`src/hw/rtl/wpc_pkg.sv`:
```
// Shared types and constants for the WAV PCM16 chunk parser.
package wpc_pkg;

   localparam logic [31:0] RIFF_ID = 32'h5249_4646;
   localparam logic [31:0] WAVE_ID = 32'h5741_5645;
   localparam logic [31:0] FMT_ID  = 32'h666D_7420;
   localparam logic [31:0] DATA_ID = 32'h6461_7461;

   localparam logic [31:0] FMT_BODY_LEN = 32'd16;
   localparam logic [15:0] PCM_FORMAT   = 16'd1;
   localparam logic [15:0] MONO         = 16'd1;
   localparam logic [15:0] PCM_BITS     = 16'd16;

   localparam int RESULT_DEPTH = 4;
   localparam int PTR_W        = $clog2(RESULT_DEPTH);
   localparam int CNT_W        = $clog2(RESULT_DEPTH + 1);

   typedef enum logic [1:0] {
      KIND_SAMPLE = 2'd0,
      KIND_DONE   = 2'd1,
      KIND_ERROR  = 2'd2
   } kind_type;

   typedef enum logic [2:0] {
      ERR_BAD_ID      = 3'd0,
      ERR_FMT_SMALL   = 3'd1,
      ERR_NO_FMT      = 3'd2,
      ERR_UNSUPPORTED = 3'd3,
      ERR_ODD_DATA    = 3'd4,
      ERR_TRUNCATED   = 3'd5
   } err_type;

   typedef struct packed {
      kind_type           kind;
      logic signed [15:0] sample;
      logic [31:0]        rate;
      logic [15:0]        channel_count;
      err_type            error_code;
      logic               last_result;
   } result_type;

   function automatic result_type make_result(kind_type k, logic [15:0] smp,
                                              logic [31:0] rate, logic [15:0] ch,
                                              err_type err);
      result_type r;
      r.kind          = k;
      r.sample        = smp;
      r.rate          = rate;
      r.channel_count = ch;
      r.error_code    = err;
      r.last_result   = 1'b0;
      return r;
   endfunction

endpackage

```
`src/hw/rtl/wav_pcm16_chunk_parser.sv`:
```
// Top level: byte-serial RIFF/WAVE parser for 16-bit PCM mono files.
// The parser takes one file byte per beat and, when the result queue has room
// for two results, accepts a byte in every cycle; each byte is decoded in the
// cycle it is accepted and its zero, one or two results go into a four-entry
// result queue that drives the rsp_ port. A byte that yields two results (the
// final sample plus done, or a result plus the truncation error) writes both
// into the queue at once; sustained input rate is one byte per cycle whenever
// the consumer takes results as fast as they are made. Samples are the raw
// little-endian words in Q1.15. On an error result, discard every sample of
// that file; after done or an error, bytes are dropped until one flagged
// end_of_file, which returns the parser to its reset state.
module wav_pcm16_chunk_parser
   import wpc_pkg::*;
(
   input  logic               clock,
   input  logic               reset,
   input  logic               req_valid,
   output logic               req_ready,
   input  logic [7:0]         req_data_byte,
   input  logic               req_end_of_file,
   output logic               rsp_valid,
   input  logic               rsp_ready,
   output logic [1:0]         rsp_kind,
   output logic signed [15:0] rsp_sample,
   output logic [31:0]        rsp_rate,
   output logic [15:0]        rsp_channel_count,
   output logic [2:0]         rsp_error_code,
   output logic               rsp_last_result
);

   typedef enum logic [3:0] {
      PH_RIFF      = 4'd0,
      PH_RIFFSIZE  = 4'd1,
      PH_WAVE      = 4'd2,
      PH_CHUNKID   = 4'd3,
      PH_CHUNKSIZE = 4'd4,
      PH_FMTBODY   = 4'd5,
      PH_FMTEXTRA  = 4'd6,
      PH_SKIP      = 4'd7,
      PH_PAD       = 4'd8,
      PH_DATA      = 4'd9,
      PH_HALT      = 4'd10
   } phase_type;

   phase_type   phase_ff, phase_in;
   logic [3:0]  idx_ff, idx_in;
   logic [31:0] shift_ff, shift_in;
   logic [31:0] len_ff, len_in;
   logic [31:0] remain_ff, remain_in;
   logic [15:0] fmt_code_ff, fmt_code_in;
   logic [15:0] chans_ff, chans_in;
   logic [31:0] rate_ff, rate_in;
   logic [15:0] align_ff, align_in;
   logic [15:0] bits_ff, bits_in;
   logic        fmt_seen_ff, fmt_seen_in;
   logic [7:0]  low_ff, low_in;

   result_type             queue_ff [RESULT_DEPTH];
   logic [PTR_W-1:0]       wr_ptr_ff, rd_ptr_ff;
   logic [CNT_W-1:0]       count_ff, count_in;

   result_type  res [2];
   logic [1:0]  push_cnt;
   logic        accept, pop;
   logic [3:0]  idx_inc;
   logic [31:0] len_next, remain_dec, tag_word;
   logic [7:0]  tag_byte;

   assign accept    = req_valid && req_ready;
   assign pop       = rsp_valid && rsp_ready;
   assign req_ready = count_ff <= CNT_W'(RESULT_DEPTH - 2);
   assign rsp_valid = count_ff != '0;

   assign idx_inc    = idx_ff + 4'd1;
   assign len_next   = len_ff | (32'(req_data_byte) << {idx_ff[1:0], 3'b000});
   assign remain_dec = remain_ff - 32'd1;
   assign tag_word   = (phase_ff == PH_RIFF) ? RIFF_ID : WAVE_ID;
   assign tag_byte   = tag_word[{~idx_ff[1:0], 3'b000} +: 8];

   always_comb begin
      phase_in    = phase_ff;
      idx_in      = idx_ff;
      shift_in    = shift_ff;
      len_in      = len_ff;
      remain_in   = remain_ff;
      fmt_code_in = fmt_code_ff;
      chans_in    = chans_ff;
      rate_in     = rate_ff;
      align_in    = align_ff;
      bits_in     = bits_ff;
      fmt_seen_in = fmt_seen_ff;
      low_in      = low_ff;
      push_cnt    = 2'd0;
      res[0]      = make_result(KIND_SAMPLE, '0, '0, '0, ERR_BAD_ID);
      res[1]      = res[0];

      unique case (phase_ff)
         PH_RIFF, PH_WAVE: begin
            if (req_data_byte != tag_byte) begin
               res[0]   = make_result(KIND_ERROR, '0, '0, '0, ERR_BAD_ID);
               push_cnt = 2'd1;
               phase_in = PH_HALT;
            end else if (idx_ff[1:0] == 2'd3) begin
               idx_in   = '0;
               phase_in = (phase_ff == PH_RIFF) ? PH_RIFFSIZE : PH_CHUNKID;
            end else begin
               idx_in = idx_inc;
            end
         end
         PH_RIFFSIZE: begin
            if (idx_ff[1:0] == 2'd3) begin
               idx_in   = '0;
               phase_in = PH_WAVE;
            end else begin
               idx_in = idx_inc;
            end
         end
         PH_CHUNKID: begin
            shift_in = {shift_ff[23:0], req_data_byte};
            if (idx_ff[1:0] == 2'd3) begin
               idx_in   = '0;
               len_in   = '0;
               phase_in = PH_CHUNKSIZE;
            end else begin
               idx_in = idx_inc;
            end
         end
         PH_CHUNKSIZE: begin
            len_in = len_next;
            if (idx_ff[1:0] != 2'd3) begin
               idx_in = idx_inc;
            end else begin
               idx_in = '0;
               if (shift_ff == FMT_ID) begin
                  if (len_next < FMT_BODY_LEN) begin
                     res[0]   = make_result(KIND_ERROR, '0, '0, '0, ERR_FMT_SMALL);
                     push_cnt = 2'd1;
                     phase_in = PH_HALT;
                  end else begin
                     remain_in = len_next - FMT_BODY_LEN;
                     phase_in  = PH_FMTBODY;
                  end
               end else if (shift_ff == DATA_ID) begin
                  if (!fmt_seen_ff) begin
                     res[0]   = make_result(KIND_ERROR, '0, '0, '0, ERR_NO_FMT);
                     push_cnt = 2'd1;
                     phase_in = PH_HALT;
                  end else if (fmt_code_ff != PCM_FORMAT || chans_ff != MONO ||
                               bits_ff != PCM_BITS || align_ff == '0) begin
                     res[0]   = make_result(KIND_ERROR, '0, '0, '0, ERR_UNSUPPORTED);
                     push_cnt = 2'd1;
                     phase_in = PH_HALT;
                  end else if (len_next[0]) begin
                     res[0]   = make_result(KIND_ERROR, '0, '0, '0, ERR_ODD_DATA);
                     push_cnt = 2'd1;
                     phase_in = PH_HALT;
                  end else begin
                     remain_in = len_next;
                     if (len_next == '0) begin
                        res[0]   = make_result(KIND_DONE, '0, rate_ff, chans_ff,
                                               ERR_BAD_ID);
                        push_cnt = 2'd1;
                        phase_in = PH_HALT;
                     end else begin
                        phase_in = PH_DATA;
                     end
                  end
               end else begin
                  remain_in = len_next;
                  if (len_next == '0) begin
                     phase_in = len_next[0] ? PH_PAD : PH_CHUNKID;
                  end else begin
                     phase_in = PH_SKIP;
                  end
               end
            end
         end
         PH_FMTBODY: begin
            case (idx_ff)
               4'd0, 4'd1:
                  fmt_code_in[{idx_ff[0], 3'b000} +: 8] = req_data_byte;
               4'd2, 4'd3:
                  chans_in[{idx_ff[0], 3'b000} +: 8] = req_data_byte;
               4'd4, 4'd5, 4'd6, 4'd7:
                  rate_in[{idx_ff[1:0], 3'b000} +: 8] = req_data_byte;
               4'd12, 4'd13:
                  align_in[{idx_ff[0], 3'b000} +: 8] = req_data_byte;
               4'd14, 4'd15:
                  bits_in[{idx_ff[0], 3'b000} +: 8] = req_data_byte;
               default: ;
            endcase
            if (idx_ff == 4'd15) begin
               idx_in = '0;
               if (remain_ff != '0) begin
                  phase_in = PH_FMTEXTRA;
               end else begin
                  fmt_seen_in = 1'b1;
                  phase_in    = len_ff[0] ? PH_PAD : PH_CHUNKID;
               end
            end else begin
               idx_in = idx_inc;
            end
         end
         PH_FMTEXTRA: begin
            remain_in = remain_dec;
            if (remain_dec == '0) begin
               fmt_seen_in = 1'b1;
               idx_in      = '0;
               phase_in    = len_ff[0] ? PH_PAD : PH_CHUNKID;
            end
         end
         PH_SKIP: begin
            remain_in = remain_dec;
            if (remain_dec == '0) begin
               idx_in   = '0;
               phase_in = len_ff[0] ? PH_PAD : PH_CHUNKID;
            end
         end
         PH_PAD: begin
            idx_in   = '0;
            phase_in = PH_CHUNKID;
         end
         PH_DATA: begin
            if (!idx_ff[0]) begin
               low_in = req_data_byte;
               idx_in = 4'd1;
            end else begin
               res[0]   = make_result(KIND_SAMPLE, {req_data_byte, low_ff}, '0, '0,
                                      ERR_BAD_ID);
               push_cnt = 2'd1;
               idx_in   = '0;
            end
            remain_in = remain_dec;
            if (remain_dec == '0) begin
               res[push_cnt[0]] = make_result(KIND_DONE, '0, rate_ff, chans_ff,
                                              ERR_BAD_ID);
               push_cnt = push_cnt + 2'd1;
               phase_in = PH_HALT;
            end
         end
         default: ;
      endcase

      if (req_end_of_file) begin
         if (phase_in != PH_HALT && phase_in <= PH_DATA) begin
            res[push_cnt[0]] = make_result(KIND_ERROR, '0, '0, '0, ERR_TRUNCATED);
            push_cnt = push_cnt + 2'd1;
         end
         phase_in    = PH_RIFF;
         idx_in      = '0;
         shift_in    = '0;
         len_in      = '0;
         remain_in   = '0;
         fmt_code_in = '0;
         chans_in    = '0;
         rate_in     = '0;
         align_in    = '0;
         bits_in     = '0;
         fmt_seen_in = 1'b0;
         low_in      = '0;
      end

      if (push_cnt == 2'd2) begin
         res[1].last_result = 1'b1;
      end else if (push_cnt == 2'd1) begin
         res[0].last_result = 1'b1;
      end

      if (!accept) begin
         push_cnt = 2'd0;
      end

      count_in = count_ff + CNT_W'(push_cnt) - CNT_W'(pop);
   end

   always_ff @(posedge clock) begin
      if (reset) begin
         phase_ff    <= PH_RIFF;
         idx_ff      <= '0;
         shift_ff    <= '0;
         len_ff      <= '0;
         remain_ff   <= '0;
         fmt_code_ff <= '0;
         chans_ff    <= '0;
         rate_ff     <= '0;
         align_ff    <= '0;
         bits_ff     <= '0;
         fmt_seen_ff <= 1'b0;
         low_ff      <= '0;
         wr_ptr_ff   <= '0;
         rd_ptr_ff   <= '0;
         count_ff    <= '0;
      end else begin
         if (accept) begin
            phase_ff    <= phase_in;
            idx_ff      <= idx_in;
            shift_ff    <= shift_in;
            len_ff      <= len_in;
            remain_ff   <= remain_in;
            fmt_code_ff <= fmt_code_in;
            chans_ff    <= chans_in;
            rate_ff     <= rate_in;
            align_ff    <= align_in;
            bits_ff     <= bits_in;
            fmt_seen_ff <= fmt_seen_in;
            low_ff      <= low_in;
         end
         wr_ptr_ff <= wr_ptr_ff + PTR_W'(push_cnt);
         rd_ptr_ff <= rd_ptr_ff + PTR_W'(pop);
         count_ff  <= count_in;
      end
   end

   always_ff @(posedge clock) begin
      if (push_cnt != 2'd0) begin
         queue_ff[wr_ptr_ff] <= res[0];
      end
      if (push_cnt == 2'd2) begin
         queue_ff[wr_ptr_ff + PTR_W'(1)] <= res[1];
      end
   end

   assign rsp_kind          = queue_ff[rd_ptr_ff].kind;
   assign rsp_sample        = queue_ff[rd_ptr_ff].sample;
   assign rsp_rate          = queue_ff[rd_ptr_ff].rate;
   assign rsp_channel_count = queue_ff[rd_ptr_ff].channel_count;
   assign rsp_error_code    = queue_ff[rd_ptr_ff].error_code;
   assign rsp_last_result   = queue_ff[rd_ptr_ff].last_result;

   a_queue_bound: assert property (@(posedge clock) disable iff (reset)
      count_ff <= CNT_W'(RESULT_DEPTH))
      else $error("result queue overflow");

   a_eof_rearms: assert property (@(posedge clock) disable iff (reset)
      accept && req_end_of_file |=> phase_ff == PH_RIFF && !fmt_seen_ff)
      else $error("end-of-file beat did not re-arm parser");

   a_halt_silent: assert property (@(posedge clock) disable iff (reset)
      accept && phase_ff == PH_HALT && !req_end_of_file
      |=> count_ff <= $past(count_ff))
      else $error("halted parser produced a result");

endmodule

```
`config.mk`:
```
export PLATFORM = sky130hd
export DESIGN_NAME = wav_pcm16_chunk_parser
export DESIGN_NICKNAME = d
export VERILOG_FILES = /design/src/hw/rtl/wpc_pkg.sv /design/src/hw/rtl/wav_pcm16_chunk_parser.sv
export SDC_FILE = /design/constraint.sdc
export NUM_CORES = 1
export LEC_CHECK = 0
export BUFFER_PORTS_ARGS = -buffer_cell sky130_fd_sc_hd__buf_4
export CORE_MARGIN = 2
export CORE_UTILIZATION = 62
export DETAILED_ROUTE_END_ITERATION = 8
export PLACE_DENSITY = 0.8
export SLEW_MARGIN = 20
export SYNTH_ARGS = -nofsm -noshare
export SYNTH_HDL_FRONTEND = slang
export SYNTH_SLANG_ARGS = --single-unit
```
`constraint.sdc`:
```
create_clock -name clock -period 13.85 [get_ports clock]
set_input_delay 0 -clock clock [delete_from_list [all_inputs] [get_ports clock]]
set_output_delay 0 -clock clock [all_outputs]
set_load 0.02 [all_outputs]
```
==> results.cfg <==
[setup_path]
worst_r2r_endpoint = queue_ff[0][27]
critical_path.startpoint = remain_ff[0]
worst-r2r-setup-slack_ns = 7.11
worst_ep_required_time_ns = 14.08
worstRegToRegCells = 19
critPathCapture = queue_ff[0][27]
timing.critical_path.arrival_ns = 6.97
critical_path.startpoint_type = flop
worstPathMaxFanout = 51
critical_path.reg2reg.startpoint = remain_ff[0]
cp-end-kind = flop
worstSetupPathType = flop to flop

[placed_design]
gp_congestion = 0.9210
hpwl_mm = 36.91
buffer_ports.inserted = 84
post-place-ws_ns = 7.171

[timing]
slew_headroom = 0.2470
setup-tns-final_ns = 0
period_utilization_post_route = 0.4865
finalClockSkew_ns = 0.02526
timing.final.setup_violations = 0
worst_max_slew_pin_slew_ns = 1.130
clock.fmax_mhz = 148.4
report.final.hold_viol_count = 0
finalWorstPathRequiredPeriod_ns = 6.739
report.final.slew_viol_count = 0
setup_slack_ns = 7.111
rsz0062_at_grt = false

[run_status]
status = finished clean

[clock_tree]
holdBufCountCts = 10
cts_repair_resize_count = 0
postCtsSetupRepairBufs = 0
htree_levels = 2
cts-root-buf = clkbuf_16
clkLatencyLatePin_ns = 0.61
numCtsBuffers = 50
cts_sinks = 496
cts_buffer_depth = 3
tritoncts = done
clk_pin_slew_worst_paths_ns = 0.06

[synth]
synth.area.top_cells = edfxtp_1 35%, dfxtp_1 18%, mux4_2 6.6%
yosys.area.top_type_share = 0.3543
ys.warnings.count = 0
netlist_instances = 2212
synth_top_cell_by_area = edfxtp_1
yosys.cell_count.top_type = nor2_1
synth_async_sr_flop_share = 0
syn-num-nets = 2243
synth_commonest_cells = 294 x nor2_1, 280 x edfxtp_1, 216 x dfxtp_1
synthFlopType = edfxtp_1
syn_avg_cell_area_um2 = 10.73
synth_cell_type_count = 76
synth_enable_flop_cells = 280
synth-seq-cells = 496
yosysSeqAreaShare = 0.5366
netlist_area_before_placement_mm2 = 0.02373

[die]
core_area_mm2 = 0.03767
fp.dieW_um = 199.6
core.rowCount = 71
die_h_um = 199.6
area_of_the_die_mm2 = 0.03985
start_util = 0.6300
design.portCount = 85

[grt]
grt_start_max_net_pins = 121
first_global_vias = 17475
global_route_wire_length_before_repair_mm = 96.74
globalRouteOverflowTotal = 0
number_of_antenna_violations_at_the_first_check_in_global_routing = 1
track_usage = 0.3150

[power]
static_leakage_nw = 9.325
pwr_density_cell_mw_per_mm2 = 166.9
power_mw = 4.401
vdd_ir_drop_max_mv = 0.1104

[route]
drt_iter0_drc = 1762
wirelength_mm = 61.88
detailedRoute.firstPassIterationCount = 7
via_count = 18027
wire_per_inst_um = 22.43
drcViolationCount = 0
average_via_count_per_standard_cell = 6.534
detail-route-antenna-nets = 0

[cells_and_area]
layout_nets = 2237
syn2layout_area_growth_pct = 11.09
antenna_cells = 0
final_layout_size_suffix_gt1_frac = 0.1326
n_fill_cell = 2738

[run]
max-cap-violations = 0

[worst_hold_path]
timing.hold.worst.class = primary input to flop
-- per-layer routing --
metal	global-route usage	share of wire	vias to the layer above
met3	0.05232	0.082	143
met5	0	0	-
li1	-	-	8221
met2	0.5156	0.48	828
met1	0.4205	0.40	8835
met4	0.1278	0.032	0
-- flip-flops by register name, indices dropped and copies added (netlist names), 4 cells and up --
register	count
shift_ff	32
idx_ff	4
len_ff	32
rate_ff	32
phase_ff	4
align_ff	16
remain_ff	32
queue_ff	280
chans_ff	16
bits_ff	16
fmt_code_ff	16
low_ff	8
-- kinds of logic (layout without fill, tap and decap cells) --
family / count (synthesis) / in the layout / synth area share
simple gates: 937 / 937 / 0.2071
flops: 496 / 496 / 0.5366
compound gates: 426 / 426 / 0.1168
buf+inv: 198 / 234 / 0.03644
mux: 98 / 98 / 0.07883
xor+xnor: 38 / 38 / 0.01403
fa+ha+maj: 19 / 19 / 0.01023
-- area by class of cell --
type / count / area [um^2] / share of cell area
clock buffer: 67 / 1408 / 0.05340
sequential: 496 / 12740 / 0.4833
timing repair buffer: 121 / 937.1 / 0.03555
clock inverter: 27 / 354.1 / 0.01343
multi-input combinational: 1518 / 10210 / 0.3874
inverter: 19 / 71.32 / 0.002705
tap: 511 / 639.4 / 0.02425
-- report_power, final --
| group | internal (mW) | leakage [nW] | total, mW | switching [mW] |
|---|---|---|---|---|
| registers | 1.75 | 4.25 | 1.86 | 0.112 |
| clock network | 0.865 | 0.867 | 1.44 | 0.579 |
| logic | 0.452 | 4.21 | 1.10 | 0.647 |
-- critical path, cell delays in order, from the launching register on --
cell and delay, ns:
dfxtp_1 0.38, inv_1 0.11, ha_1 0.25, nor3b_1 0.78, nand4b_1 0.16, a211oi_1 0.32, o211ai_1 0.15, nor4_2 0.69
ha_1 0.22, nor2_1 0.06, nor3_1 0.36, inv_1 0.14, ha_1 0.34, nand2b_1 0.17, o41ai_1 0.16, nand2_1 0.19
mux2i_4 0.34, nand2b_1 0.61, o41ai_2 0.21, buf_4 0.71
-- metrics by stage --
step / util / instances / instance area [um^2] / hold slack [ns]
global placement: 0.6499 / 2655 / 24480 / 0.4566
global route: 0.6999 / 2759 / 26360 / 0.1506
floorplan: - / 2212 / 23730 / 0.2167
detailed placement: 0.6499 / 2655 / 24480 / 0.4545
CTS: 0.6993 / 2759 / 26340 / 0.09293
finish: 0.6999 / 2759 / 26360 / 0.1272
-- worst min path at each step --
| stage | from | endpoint | slack (ns) | cells past startpoint |
|---|---|---|---|---|
| floorplan | reset | wr_ptr_ff[1] | 0.22 | 2 |
| global placement | fmt_code_ff[0] | fmt_code_ff[0] | 0.46 | 2 |
| detailed placement | len_ff[25] | len_ff[25] | 0.45 | 2 |
| CTS | req_end_of_file | fmt_seen_ff | 0.09 | 3 |
| global route | req_end_of_file | fmt_seen_ff | 0.15 | 3 |
| finish | req_end_of_file | fmt_seen_ff | 0.13 | 3 |
-- cell usage in the layout (no fill, tap or decap), types with 7 or more instances in the layout --
cell type      count
o211ai_1           9
o21ai_0           54
clkbuf_1          10
edfxtp_1         280
clkinv_1           7
and3_1            71
nor3_1            90
nor4_1            39
nand3_1           22
nor2_1           291
xnor2_1           18
and2_1           201
mux2i_1           26
clkinv_2          10
buf_4            110
or3_1             17
xor2_1            20
a2111oi_0         12
clkbuf_16         52
nor2b_1           13
a31oi_1           10
nor4b_1           11
nor3b_1           12
dfxtp_1          214
a21oi_1          162
dlygate4sd3_1     10
a32oi_1           66
a22oi_1           38
nand2b_1          11
o21ai_2            7
ha_1              17
nand4_1           22
mux4_2            70
or4_1              8
bufinv_16          8
nand2_1           91
inv_1             17
Note: power is estimated with default switching activity, not from simulation.
